### config.mk
export PLATFORM = sky130hd
export DESIGN_NAME = aou_sqrt
export DESIGN_NICKNAME = d
export VERILOG_FILES = /design/src/hdl/aou_sqrt.sv
export SDC_FILE = /design/constraint.sdc
export NUM_CORES = 2
export LEC_CHECK = 0
export BUFFER_PORTS_ARGS = -buffer_cell sky130_fd_sc_hd__buf_2
export CAP_MARGIN = 20
export CELL_PAD_IN_SITES_DETAIL_PLACEMENT = 0
export CELL_PAD_IN_SITES_GLOBAL_PLACEMENT = 2
export CORE_MARGIN = 1.5
export CORE_UTILIZATION = 49
export CTS_CLUSTER_DIAMETER = 30
export DETAILED_ROUTE_END_ITERATION = 12
export PLACE_DENSITY_LB_ADDON = 0.15
export SKIP_LAST_GASP = 1
export SLEW_MARGIN = 30
export SYNTH_ARGS = -nofsm -noshare
export SYNTH_HDL_FRONTEND = slang
export SYNTH_MEMORY_MAX_BITS = 65536
export SYNTH_SLANG_ARGS = --single-unit
### constraint.sdc
create_clock -name clk_i -period 7.75 [get_ports clk_i]
set_input_delay 1.55 -clock clk_i [delete_from_list [all_inputs] [get_ports clk_i]]
set_output_delay 1.55 -clock clk_i [all_outputs]
set_load 0.1 [all_outputs]
### src/hdl/aou_sqrt.sv
`timescale 1ns / 1ps

// Integer square root of a 64-bit value, two radicand bits per stage.
module aou_sqrt #(
  parameter int unsigned SIDE_W = 1
) (
  input  logic              clk_i,
  input  logic              rst_ni,
  input  logic              en_i,
  input  logic              valid_i,
  input  logic [63:0]       x_i,
  input  logic [SIDE_W-1:0] side_i,
  output logic              valid_o,
  output logic [31:0]       root_o,
  output logic [SIDE_W-1:0] side_o
);

  logic [32:0]       vld_q;
  logic [33:0]       rem_q  [33];
  logic [31:0]       root_q [33];
  logic [63:0]       x_q    [33];
  logic [SIDE_W-1:0] side_q [33];

  always_ff @(posedge clk_i or negedge rst_ni) begin
    if (!rst_ni) begin
      vld_q <= '0;
    end else if (en_i) begin
      vld_q <= {vld_q[31:0], valid_i};
    end
  end

  always_ff @(posedge clk_i) begin
    if (en_i) begin
      rem_q[0]  <= '0;
      root_q[0] <= '0;
      x_q[0]    <= x_i;
      side_q[0] <= side_i;
    end
  end

  for (genvar s = 1; s <= 32; s++) begin : g_stage
    logic [35:0] trial;
    logic [35:0] sub;
    logic        ge;

    always_comb begin
      trial = {rem_q[s-1], x_q[s-1][63:62]};
      sub   = {2'b00, root_q[s-1], 2'b01};
      ge    = (trial >= sub);
    end

    always_ff @(posedge clk_i) begin
      if (en_i) begin
        rem_q[s]  <= 34'(ge ? (trial - sub) : trial);
        root_q[s] <= {root_q[s-1][30:0], ge};
        x_q[s]    <= {x_q[s-1][61:0], 2'b00};
        side_q[s] <= side_q[s-1];
      end
    end
  end

  assign valid_o = vld_q[32];
  assign root_o  = root_q[32];
  assign side_o  = side_q[32];

endmodule

* Yosys cells after proc, flatten, opt, wreduce, memory -nomap -nowiden *
Memories as Yosys holds them, arrays and structs flattened.
Cells that the tools add are included.

cells by class
  add/sub/neg operators = 32
  order comparisons = 32
  multiplexer cells = 34

operators by type and width
  cell            number
  $ge 36x34->1    32
  $mux 34         32
  $sub 34x34->34  32
  $mux 1          2

word-level totals
  flip-flop bits (word level) = 33
  bits in writable memories = 4,323
  bits of input ports = 69
  output and inout port bits = 34
  word-level logic and storage cells = 103
  memories kept = 4

memory list
  memory  depth  bits a word  read ports  clocked after memory_dff  wr ports  line  source
  x_q     33     64           32          0                         33        21    logic [63:0] x_q [33];
  rem_q   33     34           32          0                         33        19    logic [33:0] rem_q [33];
  root_q  33     32           33          0                         33        20    logic [31:0] root_q [33];
  side_q  33     1            33          0                         33        22    logic [SIDE_W-1:0] side_q [33];

* Logic depth before layout (Yosys ltp) *
An unclocked memory read counts as a cell.

  depth after elaboration = 3
  gate-level depth with buffers = 14
  depth with buffers taken out = 13

* Worst setup path after synthesis *
No wires, ideal clock.

  path type = register -> register
  start point = memory rem_q[8][10], in the netlist rem_q[0][282]
  end point = memory rem_q[9][31], in the netlist rem_q[0][337], data pin
  library setup time = 0.258 ns
  arrival = 3.194 ns
  required time = 7.492 ns
  slack = 4.298 ns
  stages on the path, launching flop included = 10
  path buffers = 2
  clock period less this slack = 3.452 ns
  cells stage by stage = edfxtp_1 or4_4 or3_4 or4_4 or4_1 buf_2 or2_1 buf_6 or4_4 xnor2_2

RTL lines
  element          line
  start, declared  19

==> impl_metrics.env <==
export IMPL_outcome="finished, final reports clean"
export IMPL_fin_crit_sh_pct=54.26
export IMPL_yosysWarningCount=0
export IMPL_area_delta_synth_final_pct=19.43
export IMPL_cts_tree="yes"
export IMPL_clk_latency_ns=0.92
export IMPL_grt_usage_pct=20.55
export IMPL_place_congestion=0.8578
export IMPL_start_util_pct=49.33
export IMPL_peakVddDrop_mv=0.2071
export IMPL_maxSlewViolCount=0
export IMPL_io_buffers=102
export IMPL_cts_buffer_depth=4
export IMPL_fin_nets=10420
export IMPL_dp_hpwl_mm=181.9
export IMPL_tightest_slew_ns=0.9699
export IMPL_cts_sinks=2653
export IMPL_power_density_nw_per_um2=346.6
export IMPL_drt_iter0_markers=4794
export IMPL_rsz0062_at_grt="no"
export IMPL_syn_avg_cell_area_um2=13.18
export IMPL_post_cts_buffers=0
export IMPL_critPathArrivalTime_ns=4.80
export IMPL_grt_start_max_net_pins=177
export IMPL_dp_cells=12540
export IMPL_via_per_inst=5.370
export IMPL_setup_ws_ns=3.545
export IMPL_hold_viol=0
export IMPL_setup_violations=0
export IMPL_period_minus_slack_ns=4.205
export IMPL_dp_slack_ns=3.546
export IMPL_die_w_um=501.1
export IMPL_instances_no_fill=13540
export IMPL_die_area_um2=251100
export IMPL_dr_total_vias=72690
export IMPL_startpoint_type="flop"
export IMPL_io_pin_count=103
export IMPL_path_class="flop to flop"
export IMPL_ys_seq_area_share_pct=65.40
export IMPL_hold_path_class="flop to flop"
export IMPL_drc=0
export IMPL_gr_total_overflow=0
export IMPL_cts_resized=0
export IMPL_path_max_fanout=25
export IMPL_synthTopCellsByArea="edfxtp_1, ha_1, xor2_1, xnor2_1, a21oi_1"
export IMPL_slew_headroom_pct=34.66
export IMPL_synth_commonest_cells="edfxtp_1, inv_1, a21oi_1"
export IMPL_synth_top_area_cell="edfxtp_1"
export IMPL_cts_hold_buf=0
export IMPL_wl_per_cell_um=19.15
export IMPL_fin_worst_skew_ns=0.07480
export IMPL_synth_seq_cells=2653
export IMPL_netlist_area_leader_share_pct=64.73
export IMPL_htreeDepth=6
export IMPL_die_h_um=501.1
export IMPL_syn_nets=9857
export IMPL_clkTransAtPathRegs_ns=0.05
export IMPL_coreArea_um2=246400
export IMPL_first_global_vias=73030
export IMPL_endpoint_kind="flop"
export IMPL_yosysMostFrequentCell="edfxtp_1"
export IMPL_row_count=182
export IMPL_syn_inst=9226
export IMPL_drive_gt1_share_pct=12.08
export IMPL_synth_flop_cell="edfxtp_1"
export IMPL_antenna_found_initial=7
export IMPL_cts_made_buffers=554
export IMPL_firstDrtPassIters=5
export IMPL_crit_required_ns=8.35
export IMPL_p_leak_uw=0.05610
export IMPL_synth_edf_count=2620
export IMPL_max_cap_violations=0
export IMPL_synth_area_um2=121600
export IMPL_synth_distinct_cells=88
export IMPL_grt_pass1_wl_mm=408.1
export IMPL_async_reset_ff_share_pct=1.244
export IMPL_ant_nets=0
export IMPL_fmax_mhz=237.8
export IMPL_wl_mm=259.3
export IMPL_cts_root_buf="clkbuf_16"
export IMPL_setup_tns_ns=0
==> logic make-up (layout without fill, tap and decap cells) <==
logic type,Yosys count,in the layout,share of synthesized area (%)
mux,124,124,1.141
compound gates,1839,1839,9.414
fa+ha+maj,562,562,5.785
buf+inv,889,1885,2.777
xor+xnor,846,846,6.102
simple gates,2312,2312,9.373
other cells,1,3,0.003085
flops,2653,2653,65.40
==> path summary, 6_finish.rpt <==
path	endpoint	startpoint	slack, ns	cells after the start
hold / removal	x_q[0][560]$_DFFE_PP_	x_q[0][494]$_DFFE_PP_	0.38	0
max in group asynchronous	vld_q[8]$_DFFE_PN0P_	rst_ni	6.59	1
setup reg to reg	rem_q[0][738]$_DFFE_PP_	rem_q[0][685]$_DFFE_PP_	3.55	12
hold reg to reg	x_q[0][560]$_DFFE_PP_	x_q[0][494]$_DFFE_PP_	0.38	0
setup / recovery	rem_q[0][738]$_DFFE_PP_	rem_q[0][685]$_DFFE_PP_	3.55	12
min in group asynchronous	vld_q[30]$_DFFE_PN0P_	rst_ni	0.70	1
==> cell usage in the layout (no fill, tap or decap), types with 33 or more instances in the layout <==
cell	n
a211oi_1	52
clkinv_1	76
bufinv_16	65
nand3b_1	33
nor4_1	120
clkinv_4	33
clkinv_2	62
buf_4	61
and3_1	42
nor3_1	216
a21oi_1	614
xor2_1	430
nand2b_1	106
a21o_1	218
inv_1	713
o21a_1	107
o21bai_1	39
mux2_2	116
xnor2_1	415
nand2_1	570
o211ai_1	41
clkinvlp_4	55
dfrtp_1	33
buf_2	102
o21ai_0	423
a31oi_1	38
or3_1	102
edfxtp_1	2620
nor2_1	611
inv_6	34
nor2b_1	76
or4_1	61
nand4_1	98
ha_1	562
clkbuf_16	563
o31ai_1	60
nand3_1	140
clkbuf_1	61
==> final cells by class <==
type | count | area (µm²)
Antenna cell | 2 | 5.005
Sequential cell | 2653 | 79500
Inverter | 714 | 2680
Multi-Input combinational cell | 5684 | 38790
Clock inverter | 367 | 4423
Fill cell | 19580 | 101200
Clock buffer | 624 | 14320
Tap cell | 3312 | 4144
Timing Repair Buffer | 180 | 1308
==> sequential cells by signal, summed over array words and instances, names as in the netlist <==
| name | flops |
|---|---|
| rem_q | 1003 |
| root_q | 528 |
| side_q | 33 |
| vld_q | 33 |
| x_q | 1056 |
==> report_power, final <==
| part | total [µW] | internal [µW] | switching (µW) |
|---|---|---|---|
| Combinational | 7720 | 3220 | 4500 |
| Sequential | 19300 | 18100 | 1180 |
| Clock | 23300 | 15600 | 7750 |
| Total | 50300 | 36900 | 13400 |
==> critical path, cell delays in order, from the launching register on <==
cell	delay, ns
edfxtp_1	0.39
ha_1	0.35
and2_1	0.20
nand3_1	0.13
a21oi_1	0.23
o211ai_1	0.22
a311oi_1	0.74
o21ai_0	0.23
o21ba_2	0.44
inv_1	0.27
buf_4	0.34
nand3_1	0.12
a32o_1	0.22
==> through the flow <==
stage / utilization (%) / hold slack, ns / cell area, µm² / total power (µW)
after floorplan: - / 0.4003 / 121600 / 24680
after global placement: 51.26 / 0.4001 / 126300 / 27210
after detailed placement: 51.27 / 0.4045 / 126300 / 27220
after CTS: 58.87 / 0.3795 / 145100 / 50840
after global routing: 58.92 / 0.3812 / 145200 / 52600
final: 58.92 / 0.3799 / 145200 / 50310
==> routing by layer <==
layer	vias up	routed length [µm]	track usage, %
met5	-	13	0
met4	2	6887	6.745
li1	35610	-	-
met2	1419	125200	34.19
met1	35150	117200	27.65
met3	514	9956	3.047
Power figures use the tool's default switching activity.
